[src/design/bqa_pkg.sv]
// ----------------------------------------------------------------------------
// bqa_pkg
// Types and constants shared by the bitmap quantum allocator modules.
// ----------------------------------------------------------------------------
package bqa_pkg;

    localparam int BW = 8;   // bound and position width, holds 0..255
    localparam int NW = 17;  // quantum count width, holds up to 131071

    typedef logic [BW-1:0] t_bnd;
    typedef logic [NW-1:0] t_cnt;

    typedef enum logic [1:0] {
        CMD_ALLOC = 2'd0,
        CMD_FREE  = 2'd1,
        CMD_GROW  = 2'd2,
        CMD_NONE  = 2'd3
    } t_cmd;

    typedef enum logic [2:0] {
        STS_ALLOC   = 3'd0,
        STS_FREED   = 3'd1,
        STS_INPLACE = 3'd2,
        STS_SAME    = 3'd3,
        STS_MOVED   = 3'd4,
        STS_NOROOM  = 3'd5,
        STS_BIG     = 3'd6
    } t_status;

    typedef enum logic [2:0] {
        ST_IDLE,
        ST_DECODE,
        ST_SCAN,
        ST_PICK,
        ST_MODIFY,
        ST_DONE
    } t_state;

    typedef enum logic [1:0] {
        MAP_HOLD,
        MAP_CLEAR,
        MAP_SCAN,
        MAP_MODIFY
    } t_map_op;

    typedef struct packed {
        t_map_op op;
        t_bnd    n;      // run length searched during scan
        t_bnd    w_lo;   // in-place window checked during scan
        t_bnd    w_hi;
        t_bnd    s_lo;   // range set during modify
        t_bnd    s_hi;
        t_bnd    c_lo;   // range cleared during modify, wins over set
        t_bnd    c_hi;
    } t_map_ctl;

    typedef struct packed {
        logic found;
        t_bnd at;
        logic conflict;
        logic last;
    } t_map_sts;

endpackage

[src/design/bqa_quanta.sv]
// ----------------------------------------------------------------------------
// bqa_quanta
// Converts a byte size to a quantum count: 0 or 1 byte is one quantum,
// otherwise the size rounded up to whole quanta.
// ----------------------------------------------------------------------------
module bqa_quanta #(
    parameter int QUANTUM_SHIFT = 8
) (
    input  logic [15:0]       i_bytes,
    output bqa_pkg::t_cnt     o_count
);
    import bqa_pkg::*;

    localparam t_cnt RND = t_cnt'((t_cnt'(1) << QUANTUM_SHIFT) - t_cnt'(1));

    t_cnt sum;

    assign sum     = t_cnt'(i_bytes) + RND;
    assign o_count = (i_bytes <= 16'd1) ? t_cnt'(1) : (sum >> QUANTUM_SHIFT);

endmodule

[src/design/bqa_map.sv]
// ----------------------------------------------------------------------------
// bqa_map
// Used bitmap held in a rotating shift register. In a scan or modify pass
// one quantum passes the head each cycle: a scan pass finds the lowest
// free run and checks the in-place window, a modify pass sets/clears ranges.
// ----------------------------------------------------------------------------
module bqa_map #(
    parameter int QUANTA = 64
) (
    input  logic               i_clk,
    input  logic               i_rst_n,
    input  bqa_pkg::t_map_ctl  i_ctl,
    output bqa_pkg::t_map_sts  o_sts,
    output logic [QUANTA-1:0]  o_map
);
    import bqa_pkg::*;

    localparam int PW = (QUANTA > 1) ? $clog2(QUANTA) : 1;

    logic [QUANTA-1:0] r_map, n_map;
    logic [PW-1:0]     r_pos, n_pos;
    t_bnd              r_run, n_run;
    logic              r_found, n_found;
    t_bnd              r_at, n_at;
    logic              r_conf, n_conf;

    t_bnd pz;
    logic head;
    logic last;
    logic in_set, in_clr, in_win;

    assign pz     = t_bnd'(r_pos);
    assign head   = r_map[0];
    assign last   = (r_pos == PW'(QUANTA - 1));
    assign in_set = (pz >= i_ctl.s_lo) && (pz < i_ctl.s_hi);
    assign in_clr = (pz >= i_ctl.c_lo) && (pz < i_ctl.c_hi);
    assign in_win = (pz >= i_ctl.w_lo) && (pz < i_ctl.w_hi);

    always_comb begin
        n_map   = r_map;
        n_pos   = r_pos;
        n_run   = r_run;
        n_found = r_found;
        n_at    = r_at;
        n_conf  = r_conf;
        unique case (i_ctl.op)
            MAP_CLEAR: begin
                n_pos   = '0;
                n_run   = '0;
                n_found = 1'b0;
                n_at    = '0;
                n_conf  = 1'b0;
            end
            MAP_SCAN: begin
                n_map = {head, r_map[QUANTA-1:1]};
                n_pos = last ? '0 : r_pos + PW'(1);
                n_run = head ? '0 : r_run + t_bnd'(1);
                if (!r_found && !head && (n_run == i_ctl.n)) begin
                    n_found = 1'b1;
                    n_at    = pz + t_bnd'(1) - i_ctl.n;
                end
                if (head && in_win) begin
                    n_conf = 1'b1;
                end
            end
            MAP_MODIFY: begin
                n_map = {(head | in_set) & ~in_clr, r_map[QUANTA-1:1]};
                n_pos = last ? '0 : r_pos + PW'(1);
            end
            default: begin
            end
        endcase
    end

    always_ff @(posedge i_clk) begin
        if (!i_rst_n) begin
            r_map   <= '0;
            r_pos   <= '0;
            r_run   <= '0;
            r_found <= 1'b0;
            r_at    <= '0;
            r_conf  <= 1'b0;
        end else begin
            r_map   <= n_map;
            r_pos   <= n_pos;
            r_run   <= n_run;
            r_found <= n_found;
            r_at    <= n_at;
            r_conf  <= n_conf;
        end
    end

    assign o_sts.found    = r_found;
    assign o_sts.at       = r_at;
    assign o_sts.conflict = r_conf;
    assign o_sts.last     = last;
    assign o_map          = r_map;

`ifndef ASSERT_OFF
    // scan only rotates, never alters a bit
    a_scan_keeps_map: assert property (@(posedge i_clk) disable iff (!i_rst_n)
        (i_ctl.op == MAP_SCAN) |=> (r_map == {$past(r_map[0]), $past(r_map[QUANTA-1:1])}))
        else $error("map changed during scan");
`endif

endmodule

[src/design/bqa_ctrl.sv]
// ----------------------------------------------------------------------------
// bqa_ctrl
// Command sequencer: decodes an item, runs scan and modify passes over the
// bitmap and picks the outcome.
// ----------------------------------------------------------------------------
module bqa_ctrl #(
    parameter int QUANTA = 64
) (
    input  logic               i_clk,
    input  logic               i_rst_n,
    input  logic               i_in_valid,
    output logic               o_in_ready,
    input  logic [1:0]         i_cmd,
    input  logic [5:0]         i_region_offset,
    input  bqa_pkg::t_cnt      i_n_new,
    input  bqa_pkg::t_cnt      i_n_old,
    input  bqa_pkg::t_map_sts  i_sts,
    output bqa_pkg::t_map_ctl  o_ctl,
    input  logic               i_out_free,
    output logic               o_fin,
    output bqa_pkg::t_status   o_status,
    output logic [5:0]         o_offset
);
    import bqa_pkg::*;

    localparam t_cnt QMAX = t_cnt'(QUANTA);
    localparam t_bnd QB   = t_bnd'(QUANTA);

    t_state  r_state, n_state;
    t_cmd    r_cmd;
    logic [5:0] r_off;
    t_cnt    r_n_new, r_n_old;
    t_bnd    r_w_lo, r_w_hi, r_s_lo, r_s_hi, r_c_lo, r_c_hi;
    logic    r_fit;
    t_status r_status;
    logic [5:0] r_res;

    t_bnd  nn8, no8, off8, nsat8, top_new, top_old;
    logic  big, not_larger, fit, inplace;
    t_state dec_next, pick_next;

    assign nn8        = r_n_new[BW-1:0];
    assign no8        = r_n_old[BW-1:0];
    assign off8       = t_bnd'(r_off);
    assign big        = (r_n_new > QMAX);
    assign not_larger = (r_n_new <= r_n_old);
    assign nsat8      = big ? QB : nn8;
    assign top_new    = off8 + nn8;
    assign top_old    = off8 + no8;
    assign fit        = (top_new <= QB);
    assign inplace    = r_fit && !i_sts.conflict;

    always_comb begin
        unique case (r_cmd)
            CMD_ALLOC: dec_next = big ? ST_DONE : ST_SCAN;
            CMD_FREE:  dec_next = ST_MODIFY;
            CMD_GROW:  dec_next = (not_larger || big) ? ST_DONE : ST_SCAN;
            default:   dec_next = ST_DONE;
        endcase
    end

    always_comb begin
        if (r_cmd == CMD_GROW && inplace) begin
            pick_next = ST_MODIFY;
        end else begin
            pick_next = i_sts.found ? ST_MODIFY : ST_DONE;
        end
    end

    always_comb begin
        n_state = r_state;
        unique case (r_state)
            ST_IDLE:   if (i_in_valid) n_state = ST_DECODE;
            ST_DECODE: n_state = dec_next;
            ST_SCAN:   if (i_sts.last) n_state = ST_PICK;
            ST_PICK:   n_state = pick_next;
            ST_MODIFY: if (i_sts.last) n_state = ST_DONE;
            ST_DONE:   if (i_out_free) n_state = ST_IDLE;
            default:   n_state = ST_IDLE;
        endcase
    end

    always_comb begin
        o_in_ready = 1'b0;
        o_fin      = 1'b0;
        o_ctl.op   = MAP_HOLD;
        o_ctl.n    = nn8;
        o_ctl.w_lo = r_w_lo;
        o_ctl.w_hi = r_w_hi;
        o_ctl.s_lo = r_s_lo;
        o_ctl.s_hi = r_s_hi;
        o_ctl.c_lo = r_c_lo;
        o_ctl.c_hi = r_c_hi;
        unique case (r_state)
            ST_IDLE: begin
                o_in_ready = 1'b1;
                if (i_in_valid) o_ctl.op = MAP_CLEAR;
            end
            ST_SCAN:   o_ctl.op = MAP_SCAN;
            ST_MODIFY: o_ctl.op = MAP_MODIFY;
            ST_DONE:   o_fin = i_out_free;
            default: begin
            end
        endcase
    end

    assign o_status   = r_status;
    assign o_offset   = r_res;

    always_ff @(posedge i_clk) begin
        if (!i_rst_n) begin
            r_state <= ST_IDLE;
        end else begin
            r_state <= n_state;
        end
    end

    always_ff @(posedge i_clk) begin
        unique case (r_state)
            ST_IDLE: begin
                if (i_in_valid) begin
                    r_cmd   <= t_cmd'(i_cmd);
                    r_off   <= i_region_offset;
                    r_n_new <= i_n_new;
                    r_n_old <= i_n_old;
                end
            end
            ST_DECODE: begin
                r_s_lo   <= '0;
                r_s_hi   <= '0;
                r_c_lo   <= '0;
                r_c_hi   <= '0;
                r_w_lo   <= top_old;
                r_w_hi   <= fit ? top_new : top_old;
                r_fit    <= fit;
                r_res    <= '0;
                r_status <= STS_SAME;
                unique case (r_cmd)
                    CMD_ALLOC: begin
                        if (big) r_status <= STS_BIG;
                    end
                    CMD_FREE: begin
                        r_c_lo   <= off8;
                        r_c_hi   <= off8 + nsat8;
                        r_status <= STS_FREED;
                    end
                    CMD_GROW: begin
                        if (not_larger) begin
                            r_res <= r_off;
                        end else if (big) begin
                            r_status <= STS_BIG;
                        end
                    end
                    default: begin
                    end
                endcase
            end
            ST_PICK: begin
                if (r_cmd == CMD_GROW && inplace) begin
                    r_s_lo   <= r_w_lo;
                    r_s_hi   <= r_w_hi;
                    r_status <= STS_INPLACE;
                    r_res    <= r_off;
                end else if (i_sts.found) begin
                    r_s_lo   <= i_sts.at;
                    r_s_hi   <= i_sts.at + nn8;
                    r_res    <= i_sts.at[5:0];
                    if (r_cmd == CMD_GROW) begin
                        r_c_lo   <= off8;
                        r_c_hi   <= top_old;
                        r_status <= STS_MOVED;
                    end else begin
                        r_status <= STS_ALLOC;
                    end
                end else begin
                    r_status <= STS_NOROOM;
                end
            end
            default: begin
            end
        endcase
    end

`ifndef ASSERT_OFF
    a_decode_after_idle: assert property (@(posedge i_clk) disable iff (!i_rst_n)
        (r_state == ST_DECODE) |-> ($past(r_state) == ST_IDLE))
        else $error("decode entered without an accepted item");
`endif
`ifndef ASSERT_OFF
    a_pass_full_turn: assert property (@(posedge i_clk) disable iff (!i_rst_n)
        ((r_state == ST_MODIFY || r_state == ST_SCAN) && n_state != r_state)
        |-> i_sts.last)
        else $error("bitmap pass ended before a full rotation");
`endif

endmodule

[src/design/bitmap_quantum_allocator.sv]
// ----------------------------------------------------------------------------
// bitmap_quantum_allocator
// Flow: free runs one modify pass; alloc and grow that scan run a scan pass,
//   then a modify pass unless there is no room; other commands go straight to the result.
// Throughput: one item at a time; the next item is accepted the cycle after
//   the result is registered. During scan and modify passes the bitmap rotates one quantum per cycle.
// Reset: synchronous, active low; clears the bitmap (all quanta free).
// ----------------------------------------------------------------------------
module bitmap_quantum_allocator #(
    parameter int QUANTA        = 64,
    parameter int QUANTUM_SHIFT = 8
) (
    input  logic        i_clk,
    input  logic        i_rst_n,
    input  logic        i_in_valid,
    output logic        o_in_ready,
    input  logic [1:0]  i_cmd,
    input  logic [5:0]  i_region_offset,
    input  logic [15:0] i_size_bytes,
    input  logic [15:0] i_old_size_bytes,
    output logic        o_out_valid,
    input  logic        i_out_ready,
    output logic [2:0]  o_status,
    output logic [5:0]  o_result_offset,
    output logic [63:0] o_used_map
);
    import bqa_pkg::*;

    t_cnt              n_new, n_old;
    t_map_ctl          map_ctl;
    t_map_sts          map_sts;
    logic [QUANTA-1:0] map;
    logic              out_free, fin;
    t_status           status;
    logic [5:0]        offset;

    logic        r_out_valid;
    logic [2:0]  r_status;
    logic [5:0]  r_offset;
    logic [63:0] r_used_map;

    bqa_quanta #(.QUANTUM_SHIFT(QUANTUM_SHIFT)) u_q_new (
        .i_bytes (i_size_bytes),
        .o_count (n_new)
    );

    bqa_quanta #(.QUANTUM_SHIFT(QUANTUM_SHIFT)) u_q_old (
        .i_bytes (i_old_size_bytes),
        .o_count (n_old)
    );

    bqa_map #(.QUANTA(QUANTA)) u_map (
        .i_clk   (i_clk),
        .i_rst_n (i_rst_n),
        .i_ctl   (map_ctl),
        .o_sts   (map_sts),
        .o_map   (map)
    );

    bqa_ctrl #(.QUANTA(QUANTA)) u_ctrl (
        .i_clk           (i_clk),
        .i_rst_n         (i_rst_n),
        .i_in_valid      (i_in_valid),
        .o_in_ready      (o_in_ready),
        .i_cmd           (i_cmd),
        .i_region_offset (i_region_offset),
        .i_n_new         (n_new),
        .i_n_old         (n_old),
        .i_sts           (map_sts),
        .o_ctl           (map_ctl),
        .i_out_free      (out_free),
        .o_fin           (fin),
        .o_status        (status),
        .o_offset        (offset)
    );

    assign out_free = !r_out_valid || i_out_ready;

    always_ff @(posedge i_clk) begin
        if (!i_rst_n) begin
            r_out_valid <= 1'b0;
        end else if (fin) begin
            r_out_valid <= 1'b1;
        end else if (i_out_ready) begin
            r_out_valid <= 1'b0;
        end
    end

    always_ff @(posedge i_clk) begin
        if (fin) begin
            r_status   <= 3'(status);
            r_offset   <= offset;
            r_used_map <= 64'(map);
        end
    end

    assign o_out_valid     = r_out_valid;
    assign o_status        = r_status;
    assign o_result_offset = r_offset;
    assign o_used_map      = r_used_map;

`ifndef ASSERT_OFF
    a_map_in_pool: assert property (@(posedge i_clk) disable iff (!i_rst_n)
        r_out_valid |-> ((r_used_map >> QUANTA) == 64'd0))
        else $error("used map has bits past the pool");
`endif
`ifndef ASSERT_OFF
    a_busy_while_done: assert property (@(posedge i_clk) disable iff (!i_rst_n)
        fin |=> r_out_valid)
        else $error("result not registered after completion");
`endif

endmodule
[config.mk]
export PLATFORM = sky130hd
export DESIGN_NAME = bitmap_quantum_allocator
export DESIGN_NICKNAME = d
export VERILOG_FILES = /design/src/design/bqa_pkg.sv /design/src/design/bqa_quanta.sv /design/src/design/bqa_map.sv /design/src/design/bqa_ctrl.sv /design/src/design/bitmap_quantum_allocator.sv
export SDC_FILE = /design/constraint.sdc
export NUM_CORES = 1
export LEC_CHECK = 0
export ABC_AREA = 1
export BUFFER_PORTS_ARGS = -buffer_cell sky130_fd_sc_hd__buf_2
export CORE_ASPECT_RATIO = 0.7
export CORE_MARGIN = 10
export CORE_UTILIZATION = 60
export DETAILED_ROUTE_END_ITERATION = 7
export PLACE_DENSITY = 0.91
export SYNTH_ARGS = -nofsm -noshare
export SYNTH_HDL_FRONTEND = slang
export SYNTH_SLANG_ARGS = --single-unit
export TNS_END_PERCENT = 30
[constraint.sdc]
create_clock -name i_clk -period 14.3 [get_ports i_clk]
set_input_delay 1.43 -clock i_clk [delete_from_list [all_inputs] [get_ports i_clk]]
set_output_delay 1.43 -clock i_clk [all_outputs]
set_load 0.1 [all_outputs]
==> qor.txt, run 1 <==
Outcome: finished clean
F_max: 303 MHz
1st-pass router iterations: 6
Max-capacitance violation count: 0
Maximum vdd drop: 0.0978 mV
Sequential-to-total area share from yosys stat: 53.8%
Grt peak-use layer: met2
Syn Inst Count: 1271
Layout Nets: 1522
Power density cells: 171 mW/mm^2
Buffers on Ports: 118
Required time worst endpoint: 14.77 ns
Avg Synthesized Cell Area: 9.50 um^2
Proportion of synthesized flip-flops having asynchronous set or reset: 0%
Filler Cells Inserted: 1415
Inserted Diodes: 0
Cell area after synthesis: 0.0121 mm^2
Met1 Track Usage GR: 30.1%
Leakage: 5.92 nW
Number of warnings reported in the yosys synthesis log: 0
Hpwl dp: 21400 um
Wire length of the first global-routing pass: 47500 um
Clock transition at the register clock pins on the worst setup and hold paths after CTS: 0.07 ns
Initial antenna violation count: 0
Total count of max-transition violations in the final report: 0
Floorplan Core Area: 0.0198 mm^2
Power after layout: 2.35 mW
Share of post-route cells with drive strength above 1: 15.6%
Post-synth cell types: 53
Skew-Pair Late Insertion Delay: 0.53 ns
Via count of the first global-routing pass: 9197
Post-CTS repair timing setup buffer count: 0
Total nets after synthesis: 1400
Post-synth EDFFs: 155
GR Overflow Total: 0
Startpoint Class: input port
Kind of path behind the tightest hold check: register to register
Iter 0 DRT Violations: 1269
Min Clock Period, post-route: 3.30 ns
Worst hold-check slack: 0.418 ns
Post-route clock period utilization: 23.1%
Maximum buffer depth of the clock tree: 3
Count of hold buffers inserted by post-cts repair: 0
Unrepaired setup endpoints after global routing: no
Clock root buffer: clkbuf_16
Largest net degree at the start of global routing: 74
Largest clock skew in the final design: 0.0175 ns
Max-Slew Margin vs Limit: 22.1%
Final antenna-violating net count: 0
Row count: 43
Wire length per cell after detailed routing: 17.8 um
Count of vias placed by the detailed router: 9613
Global routing usage on met3: 5.00%
Residual DRC: 0
Clock tree from TritonCTS: done
Start-to-end type of the worst setup path: input port to register
Synth Register Bits: 247
Number of buffers created by CTS: 23
Routability-driven placement congestion ratio: 0.991
Number of non-filler instances in the completed layout: 1680
Peak fanout along the critical path: 67
Die outline height: 139 um
Number of failing setup endpoints in the final timing report: 0
Total wire length: 29900 um
Transition time at the pin with the least slew margin: 1.17 ns
Type of destination of the critical path: register
I/O Pins: 119
Final number of hold-violating endpoints: 0
Effective utilization at floorplan: 61.0%
Number of H-tree levels: 1
CTS sink cnt: 247
Worst EP arrival: 3.77 ns
Most instantiated flip-flop cell in the synthesis netlist: edfxtp_1
Placed Cells incl. Taps: 1638
Die Span X: 190 um
Setup Total Neg Slack: 0 ns
Vias per Instance: 5.72
Growth of design area from synthesis to finish: 13.7%
Die footprint: 0.0263 mm^2
Global-route total usage across every layer: 22.0%
Met2 capacity usage during global routing: 34.3%
Total of cells resized after clock tree synthesis: 0
-- where the power goes --
part           total, mW  switching [mW]  internal, mW
logic              0.699           0.504         0.194
clock network      0.624           0.274         0.351
registers           1.03          0.0906         0.937
-- per-layer routing --
layer / part of all wire (%) / vias to the layer above
met3: 12 / 73
met5: 0 / -
met4: 2.7 / 0
li1: - / 4549
met2: 45 / 560
met1: 41 / 4431
-- layout by cell type (no fill, tap or decap), types with 3 or more instances in the layout --
cell and count:
inv_1 146, edfxtp_1 155, xnor2_1 11, nand2_4 3, buf_2 118, ha_1 80
nor2_4 6, nand3_1 46, a21oi_1 65, nand4_1 30, nor2_2 8, o22ai_1 16
inv_2 11, clkinv_4 3, nand2_1 179, nor2_1 196, o21a_1 6, clkbuf_8 5
nor4_1 6, xor2_1 23, clkbuf_1 3, nand3b_1 5, dfxtp_1 92, nand2_2 11
buf_4 6, nand3_2 4, o211ai_1 4, nor3_1 13, clkbuf_16 25, o21ai_0 88
fa_1 5
-- final cells by class --
| cell class | count | area (um^2) | share of cell area [%] |
|---|---|---|---|
| sequential | 247 | 6500 | 47.3 |
| clock inverter | 9 | 82.6 | 0.601 |
| timing repair buffer | 124 | 636 | 4.63 |
| multi-input combinational | 838 | 4880 | 35.5 |
| inverter | 159 | 599 | 4.36 |
| clock buffer | 33 | 706 | 5.14 |
| tap | 270 | 338 | 2.46 |
-- flip-flops by register name (all words and copies together), names as in the netlist, 2 cells and up --
name / count
o_used_map: 64
u_map.o_map: 64
u_ctrl.r_n_new: 9
u_ctrl.r_n_old: 9
u_ctrl.r_c_hi: 8
u_ctrl.r_s_hi: 8
u_ctrl.r_s_lo: 8
u_ctrl.r_w_hi: 8
u_ctrl.r_w_lo: 8
u_map.r_at: 8
u_map.r_run: 8
o_result_offset: 6
u_ctrl.o_offset: 6
u_ctrl.r_c_lo: 6
u_ctrl.r_off: 6
u_map.r_pos: 6
o_status: 3
u_ctrl.o_status: 3
u_ctrl.r_state: 3
u_ctrl.r_cmd: 2
-- final timing paths --
path / from / to / slack, ns / cells past startpoint
worst max-delay path: i_rst_n / u_map.r_pos[0] / 11.00 / 4
worst min-delay path: u_ctrl.o_status[2] / o_status[2] / 0.42 / 0
worst max register to register: u_ctrl.r_state[1] / u_map.r_at[1] / 11.01 / 14
worst min register to register: u_ctrl.o_status[2] / o_status[2] / 0.42 / 0
-- through the flow --
step	util, %	instance area, um^2	setup WS (ns)
2_1_floorplan	-	12100	5.23
3_3_place_gp	65.4	12900	10.72
3_5_place_dp	65.4	12900	10.63
4_1_cts	69.4	13700	11.08
5_1_grt	69.4	13700	10.79
6_report	69.4	13700	11.00
-- synth_stat cells (6+ instances only) --
| cell type | instances | area share (%) |
|---|---|---|
| nor3_1 | 14 | 0.58 |
| inv_2 | 11 | 0.34 |
| nor2_1 | 196 | 6.1 |
| clkbuf_1 | 13 | 0.40 |
| o21ai_0 | 88 | 3.6 |
| edfxtp_1 | 155 | 39 |
| o22ai_1 | 16 | 0.83 |
| nor2_2 | 9 | 0.47 |
| nand2_1 | 179 | 5.6 |
| dfxtp_1 | 92 | 15 |
| nor4_1 | 7 | 0.36 |
| o21a_1 | 6 | 0.37 |
| inv_1 | 146 | 4.5 |
| xor2_1 | 23 | 1.7 |
| a21oi_1 | 65 | 2.7 |
| buf_2 | 12 | 0.50 |
| nand2_2 | 11 | 0.57 |
| nand4_1 | 30 | 1.6 |
| xnor2_1 | 11 | 0.80 |
| ha_1 | 80 | 8.3 |
| nand3_1 | 46 | 1.9 |
-- critical path, cell delays in order --
cell and delay, ns:
buf_2 0.76, clkinv_1 1.02, a21oi_1 0.38, o21a_1 0.16
-- cell families (layout without fill, tap and decap cells) --
| family | Yosys count | in the layout | synth area share [%] |
|---|---|---|---|
| buffers and inverters | 186 | 325 | 5.99 |
| adders and majority gates | 85 | 85 | 9.12 |
| xor gates and xnor gates | 36 | 36 | 2.73 |
| DFF | 247 | 247 | 53.8 |
| muxes | 1 | 1 | 0.0829 |
| AOI/OAI and AO/OA | 200 | 200 | 9.25 |
| and+or+nand+nor | 516 | 516 | 19.0 |
Note: power is estimated with default switching activity, not from simulation.
==> run 2, diff against run 1 <==
Settings changed: CORE_UTILIZATION 60 to 54, PLACE_DENSITY 0.91 to 0.87.
Clock period 14.3 ns to 2.68 ns, I/O delays scaled along.
==> run 2 against run 1 <==
Compared with the run above:
- sequential power increased to 5.3 times the previous value
- sequential cell count unchanged
- design area is 2.8% higher
- combinational power increased to 5.7 times the previous value
- critical path depth up 11
- utilization is 4.8 points lower
- sequential share of layout area is 1.2 points lower
- final cell count increased by 2.9%
- non-clock buffer count rose by 37
- die area increased by 9.7%
- critical path type is now register to register
==> qor.txt, run 2 (synthesized netlist as in run 1, its figures left out) <==
Wire length of the first global-routing pass: 48200 um (was 47500 um)
Power density cells: 900 mW/mm^2 (was 171 mW/mm^2)
Wire length per cell after detailed routing: 17.8 um (about the same)
Total wire length: 30800 um (was 29900 um)
Floorplan Core Area: 0.0218 mm^2 (was 0.0198 mm^2)
Placed Cells incl. Taps: 1678 (was 1638)
Final antenna-violating net count: 0 (unchanged)
Commonest cells after routing, fill and taps aside: nor2_1 (194), nand2_1 (177), edfxtp_1 (155) (was nor2_1 (196), nand2_1 (179), edfxtp_1 (155))
Die Span X: 199 um (was 190 um)
Worst EP arrival: 2.85 ns (was 3.77 ns)
Depth of the worst hold-timing path: 3 (was 0)
Placement Cell Area: 0.0132 mm^2 (was 0.0129 mm^2)
Initial antenna violation count: 0 (unchanged)
Peak fanout along the critical path: 4 (was 67)
Via count of the first global-routing pass: 9191 (was 9197)
Residual DRC: 0 (unchanged)
Clock transition at the register clock pins on the worst setup and hold paths after CTS: 0.06 ns (was 0.07 ns)
Filler Cells Inserted: 1702 (was 1415)
1st-pass router iterations: 6 (unchanged)
Register area: 0.00650 mm^2 (about the same)
Effective utilization at floorplan: 55.3% (was 61.0%)
Power after layout: 12.7 mW (was 2.35 mW)
Total count of max-transition violations in the final report: 0 (unchanged)
Die outline height: 145 um (was 139 um)
Fraction of the core area covered by cells at the end of the flow: 64.6% (was 69.4%)
Hpwl dp: 22400 um (was 21400 um)
Share of total power in the clock network: 26.1% (was 26.6%)
Transition time at the pin with the least slew margin: 1.24 ns (was 1.17 ns)
Max-capacitance violation count: 0 (unchanged)
Growth of design area from synthesis to finish: 16.9% (was 13.7%)
Inserted Diodes: 0 (unchanged)
Row count: 45 (was 43)
Number of non-filler instances in the completed layout: 1729 (was 1680)
Largest net degree at the start of global routing: 74 (unchanged)
Most common cell after layout, fill and taps aside: nor2_1 (unchanged)
Part of the total power dissipated in combinational logic: 31.3% (was 29.7%)
F_max: 387 MHz
Largest clock skew in the final design: 0.0199 ns (was 0.0175 ns)
Post-route clock period utilization: 96.4%
Iter 0 DRT Violations: 945 (was 1269)
Maximum vdd drop: 0.460 mV (was 0.0978 mV)
Min Clock Period, post-route: 2.58 ns
I/O Pins: 119 (unchanged)
Max-Slew Margin vs Limit: 17.0% (was 22.1%)
Clock root buffer: clkbuf_16 (unchanged)
Final number of hold-violating endpoints: 0 (unchanged)
Final instance area: 0.0141 mm^2 (was 0.0137 mm^2)
Fraction of power consumed by sequential logic: 42.6% (was 43.7%)
Die footprint: 0.0288 mm^2 (was 0.0263 mm^2)
Number of cell instances on the worst register-to-register path: 15 (was 14)
Number of H-tree levels: 1 (unchanged)
Kind of path behind the tightest hold check: input port to register (was register to register)
Routability-driven placement congestion ratio: 0.983 (was 0.991)
Skew-Pair Late Insertion Delay: 0.54 ns (was 0.53 ns)
Switching Power: 4.71 mW (was 868 uW)
Global-route total usage across every layer: 20.6% (was 22.0%)
Required time worst endpoint: 2.95 ns (was 14.77 ns)
Switching Share: 37.1% (was 36.9%)
GR Overflow Total: 0 (unchanged)
Startpoint Class: register (was input port)
Vias per Instance: 5.65 (was 5.72)
CTS sink cnt: 247 (unchanged)
Clock tree from TritonCTS: done (unchanged)
Count of vias placed by the detailed router: 9764 (was 9613)
Outcome: finished clean (unchanged)
Buffers on Ports: 118 (unchanged)
Number of buffers created by CTS: 23 (unchanged)
Share of post-route cells with drive strength above 1: 18.2% (was 15.6%)
Worst hold-check slack: 0.0629 ns (was 0.418 ns)
Maximum buffer depth of the clock tree: 3 (unchanged)
Internal power contribution: 8.00 mW (was 1.48 mW)
Area of combinational cells with multiple inputs: 0.00495 mm^2 (was 0.00488 mm^2)
Start-to-end type of the worst setup path: register to register (was input port to register)
Leakage: 6.10 nW (was 5.92 nW)
Layout Nets: 1559 (was 1522)
Number of failing setup endpoints in the final timing report: 0 (unchanged)
Type of destination of the critical path: register (unchanged)
run 2: cell count changes in the layout (fill, tap and decap cells not counted), sizes merged:
cell and change:
buf +29, clkinv -1, clkinvlp -1, dlygate4sd3 +8, inv +2
run 2: stage by stage:
step | setup TNS, ns | setup WS [ns]
3_5_place_dp | 0 | 0.150
5_1_grt | -0.0386 | -0.0386
4_1_cts | 0 | 0.125
2_1_floorplan | -51.28 | -0.697
3_3_place_gp | 0 | 0.234
6_report | 0 | 0.0967
run 2: what timing repair did:
action	CTS	global route
hold endpoints to repair	8	0
endpoints found under the setup margin	0	14
hold buffers	8	0
setup buffers	0	1
gates resized for setup	0	18
run 2: power by group through the flow:
stage          sequential (mW)  combinational, mW  clock (mW)
4_1_cts                   5.41               3.87        3.34
3_5_place_dp              5.48               3.81           0
6_report                  5.42               3.97        3.31
5_1_grt                   5.49               4.37        3.49
2_1_floorplan             5.81               2.32           0
3_3_place_gp              5.44               3.65           0
run 2: final timing paths:
| path | from | end | slack (ns) |
|---|---|---|---|
| setup / recovery | u_ctrl.r_n_new[1] | u_ctrl.r_c_hi[6] | 0.1 |
| hold / removal | i_old_size_bytes[15] | u_ctrl.r_n_old[7] | 0.06 |
| setup reg to reg | u_ctrl.r_n_new[1] | u_ctrl.r_c_hi[6] | 0.1 |
| hold reg to reg | u_ctrl.o_offset[0] | o_result_offset[0] | 0.42 |
run 2: cell type report:
class	instances	area share, %
Clock buffer	33	4.95
Clock inverter	9	0.479
Inverter	159	4.25
Multi-Input combinational cell	838	35.1
Sequential cell	247	46.1
Tap cell	282	2.50
Timing Repair Buffer	161	6.70
run 2: routing by layer:
| layer | track usage (%) | wire length [um] | part of all wire, % |
|---|---|---|---|
| met4 | 6.31 | 890 | 2.9 |
| met2 | 32.0 | 13800 | 45 |
| met3 | 4.08 | 2990 | 9.7 |
| met1 | 28.3 | 13100 | 43 |
| met5 | 0 | 0 | 0 |
run 2: worst max-delay path: stages (launching register included):
cell      delay [ns]
edfxtp_1        0.40
nor2_2          0.13
nand3_1         0.10
o21ai_1         0.13
nand2_1         0.12
nor2_1          0.14
ha_2            0.21
fa_2            0.22
a21oi_2         0.06
nor2_1          0.14
o21ai_1         0.11
nand2_1         0.10
a21oi_2         0.07
or2_2           0.28
nand3_2         0.07
o21ai_2         0.06
==> run 3, diff against run 2 <==
Settings changed: CORE_UTILIZATION 54 to 55, SYNTH_HIERARCHICAL set to 1.
==> run 3 against run 2 <==
Compared with the run above:
- critical endpoint is now u_ctrl/r_c_hi[7]
- global-route usage shrank 0.81 points
- sequential power up 13%
- utilization decreased by 3.3 points
- wire length is 8.6% higher
- synthesized cell count rose by 26%
- power increased by 17%
- via count grew 12%
==> qor.txt, run 3 <==
Outcome: finished clean (unchanged)
Met2 capacity usage during global routing: 31.1% (was 32.0%)
Placed Cells incl. Taps: 1962 (was 1678)
Skew-Pair Late Insertion Delay: 0.54 ns (about the same)
Routability-driven placement congestion ratio: 0.971 (was 0.983)
Required time worst endpoint: 2.95 ns (about the same)
Kind of path behind the tightest hold check: input port to register (unchanged)
Max-capacitance violation count: 0 (unchanged)
Share of the synthesized area in the top cell type: 36.1% (was 38.5%)
Power density cells: 951 mW/mm^2 (was 900 mW/mm^2)
Longest individual stage delay on the worst path: 0.40 ns (about the same)
Wire length per cell after detailed routing: 16.5 um (was 17.8 um)
Largest clock skew in the final design: 0.0149 ns (was 0.0199 ns)
Most common cell after layout, fill and taps aside: nor2_1 (unchanged)
Min Clock Period, post-route: 2.55 ns (was 2.58 ns)
Number of cell instances on the worst register-to-register path: 14 (was 15)
Proportion of synthesized flip-flops having asynchronous set or reset: 0% (unchanged)
Most instantiated flip-flop cell in the synthesis netlist: edfxtp_1 (unchanged)
Synth Register Bits: 263 (was 247)
F_max: 392 MHz (was 387 MHz)
Largest net degree at the start of global routing: 74 (unchanged)
Number of warnings reported in the yosys synthesis log: 6 (was 0)
Source of the worst register-to-register timing path: u_ctrl/r_n_new[15] (was u_ctrl.r_n_new[1])
Die Span X: 212 um (was 199 um)
Top cell types by occurrence after synthesis: nor2_1 (247), nand2_1 (236), inv_1 (203) (was nor2_1 (196), nand2_1 (179), edfxtp_1 (155))
Floorplan Core Area: 0.0256 mm^2 (was 0.0218 mm^2)
Maximum buffer depth of the clock tree: 3 (unchanged)
Post-synthesis cell type with the largest combined area: edfxtp_1 (unchanged)
Final antenna-violating net count: 0 (unchanged)
Number of H-tree levels: 1 (unchanged)
Share of post-route cells with drive strength above 1: 15.0% (was 18.2%)
Grt peak-use layer: met2 (unchanged)
I/O Pins: 119 (unchanged)
Endpoint of the worst hold-timing path: u_ctrl/r_n_new[7] (was u_ctrl.r_n_old[7])
Endpoint of the most critical register-to-register path: u_ctrl/r_c_hi[7] (was u_ctrl.r_c_hi[6])
Cell with the most instances after synthesis: nor2_1 (unchanged)
Post-synth EDFFs: 171 (was 155)
Number of non-filler instances in the completed layout: 2026 (was 1729)
Sequential-to-total area share from yosys stat: 49.1% (was 53.8%)
Initial antenna violation count: 0 (unchanged)
Die footprint: 0.0328 mm^2 (was 0.0288 mm^2)
Hold wc startpoint: i_size_bytes[15] (was i_old_size_bytes[15])
Met1 Track Usage GR: 26.5% (was 28.3%)
Iter 0 DRT Violations: 1144 (was 945)
Start-to-end type of the worst setup path: register to register (unchanged)
Total wire length: 33400 um (was 30800 um)
Effective utilization at floorplan: 55.6% (was 55.3%)
Via count of the first global-routing pass: 10.5k (was 9191)
GR Overflow Total: 0 (unchanged)
Buffers on Ports: 118 (unchanged)
Residual DRC: 0 (unchanged)
1st-pass router iterations: 8 (was 6)
Startpoint Class: register (unchanged)
Vias per Instance: 5.42 (was 5.65)
Worst reg-to-reg setup slack: 0.13 ns (was 0.1 ns)
Cell area after synthesis: 0.0142 mm^2 (was 0.0121 mm^2)
Cells traversed along the worst timing path: nor2_2 > nand3_1 > nor2_2 > nand2_2 > nor2_1 > ha_1 > a21oi_1 > nand2_1 > nand2_1 > nand2_1 > a21oi_2 > nor2_1 > o21ai_1 > o22ai_1 (was nor2_2 > nand3_1 > o21ai_1 > nand2_1 > nor2_1 > ha_2 > fa_2 > a21oi_2 > nor2_1 > o21ai_1 > nand2_1 > a21oi_2 > or2_2 > nand3_2 > o21ai_2)
Commonest cells after routing, fill and taps aside: nor2_1 (240), nand2_1 (236), inv_1 (201) (was nor2_1 (194), nand2_1 (177), edfxtp_1 (155))
Row count: 49 (was 45)
Leakage: 6.99 nW (was 6.10 nW)
Fraction of the core area covered by cells at the end of the flow: 61.3% (was 64.6%)
Pre-CTS setup slack: 0.0775 ns (was 0.150 ns)
Layout Nets: 1816 (was 1559)
Filler Cells Inserted: 2007 (was 1702)
Type of destination of the critical path: register (unchanged)
Clock root buffer: clkbuf_16 (unchanged)
Number of failing setup endpoints in the final timing report: 0 (unchanged)
Cell family with the largest share of critical-path delay: simple AND/OR/NAND/NOR gates (unchanged)
Die outline height: 154 um (was 145 um)
Syn Inst Count: 1596 (was 1271)
Total count of max-transition violations in the final report: 0 (unchanged)
Setup ws final: 0.128 ns (was 0.0967 ns)
Master of the slowest instance on the critical path: edfxtp_1 (unchanged)
Max-Slew Margin vs Limit: 25.2% (was 17.0%)
Clock transition at the register clock pins on the worst setup and hold paths after CTS: 0.06 ns (about the same)
Synth top area cells: edfxtp_1 (36%), dfxtp_1 (13%), ha_1 (8.2%) (was edfxtp_1 (39%), dfxtp_1 (15%), ha_1 (8.3%))
Number of buffers created by CTS: 26 (was 23)
Worst path bufs/invs: 0 (unchanged)
Count of vias placed by the detailed router: 11.0k (was 9764)
Maximum vdd drop: 0.466 mV (was 0.460 mV)
Growth of design area from synthesis to finish: 10.3% (was 16.9%)
Final number of hold-violating endpoints: 0 (unchanged)
Post-route clock period utilization: 95.2% (was 96.4%)
CTS sink cnt: 263 (was 247)
Global routing usage on met3: 4.95% (was 4.08%)
Avg Synthesized Cell Area: 8.90 um^2 (was 9.50 um^2)
Hpwl dp: 24300 um (was 22400 um)
Clock tree from TritonCTS: done (unchanged)
Wire length of the first global-routing pass: 53000 um (was 48200 um)
Depth of the worst hold-timing path: 3 (unchanged)
Worst EP arrival: 2.82 ns (was 2.85 ns)
Peak fanout along the critical path: 4 (unchanged)
Transition time at the pin with the least slew margin: 1.12 ns (was 1.24 ns)
Critical Path Most Common Cell: nand2_1
Post-synth cell types: 54 (was 53)
Global-route total usage across every layer: 19.8% (was 20.6%)
run 3: final cells by class:
class | instances | area [um^2] | area share [%]
clock buffer | 37 | 702 | 4.48
inverter | 209 | 785 | 5.01
multi-input combinational | 1013 | 5710 | 36.5
tap | 331 | 414 | 2.64
antenna | 1 | 2.50 | 0.0160
timing repair buffer | 161 | 953 | 6.08
sequential | 263 | 6980 | 44.6
clock inverter | 11 | 120 | 0.766
run 3: how the worst max path moves through the flow:
stage	slack [ns]	end	depth (start not counted)	startpoint
after CTS	0.0003	u_ctrl/r_c_hi[7]	14	u_ctrl/r_n_new[15]
final	0.13	u_ctrl/r_c_hi[7]	14	u_ctrl/r_n_new[15]
after detailed placement	0.08	u_ctrl/r_c_hi[7]	14	u_ctrl/r_n_new[15]
after global placement	0.24	u_ctrl/r_c_hi[7]	14	u_ctrl/r_n_new[15]
after global routing	-0.001	u_map/r_at[2]	15	u_ctrl/r_state[1]
after floorplan	-0.79	o_result_offset[0]	3	o_out_valid
run 3: through the flow:
step | area, um^2 | total power [mW] | hold slack [ns] | setup TNS [ns]
final | 15700 | 14.9 | 0.0292 | 0
after global routing | 15700 | 15.8 | 0.0338 | -0.00176
after CTS | 15600 | 14.9 | 0.0182 | 0
after detailed placement | 14700 | 11.3 | 0.405 | 0
after global placement | 14700 | 11.0 | 0.404 | 0
after floorplan | 14300 | 10.4 | 0.367 | -77.61
run 3: cells by family (layout without fill, tap and decap cells):
| logic type | after synthesis | count (layout) | synth area share, % |
|---|---|---|---|
| simple gates | 655 | 655 | 20.3 |
| buf+inv | 335 | 418 | 11.5 |
| flops | 263 | 263 | 49.1 |
| compound gates | 214 | 214 | 8.24 |
| fa+ha+maj | 98 | 98 | 8.90 |
| xor+xnor | 28 | 28 | 1.91 |
| other cells | 3 | 19 | 0.0793 |
run 3: worst reg2reg max path: cells and delay by family (launching register included):
| family | cells | cell delay, ns |
|---|---|---|
| and+or+nand+nor | 9 | 1.01 |
| AOI/OAI and AO/OA | 4 | 0.58 |
| DFF | 1 | 0.40 |
| adders and majority gates | 1 | 0.30 |
run 3: where the power goes:
group	leakage (nW)	switching [mW]	internal (mW)	total, mW
Combinational	4.24	3.83	1.43	5.26
Clock	0.395	1.49	2.02	3.51
Sequential	2.35	0.560	5.58	6.14
Total	6.99	5.88	9.03	14.9
run 3: metal layers:
metal	vias up	wire length (um)	part of all wire, %
met1	5029	14000	42
li1	5335	-	-
met4	0	797	2.4
met2	548	15000	45
met5	-	0	0
met3	72	3680	11
run 3: repair_timing:
| action | in CTS | in global routing |
|---|---|---|
| pin swaps | 1 | 1 |
| hold buffers | 8 | 0 |
| buffers inserted | 1 | 6 |
| endpoints found under the hold margin | 8 | 0 |
| cloned | 0 | 0 |
| gates resized for setup | 0 | 11 |
| endpoints found under the setup margin | 1 | 13 |
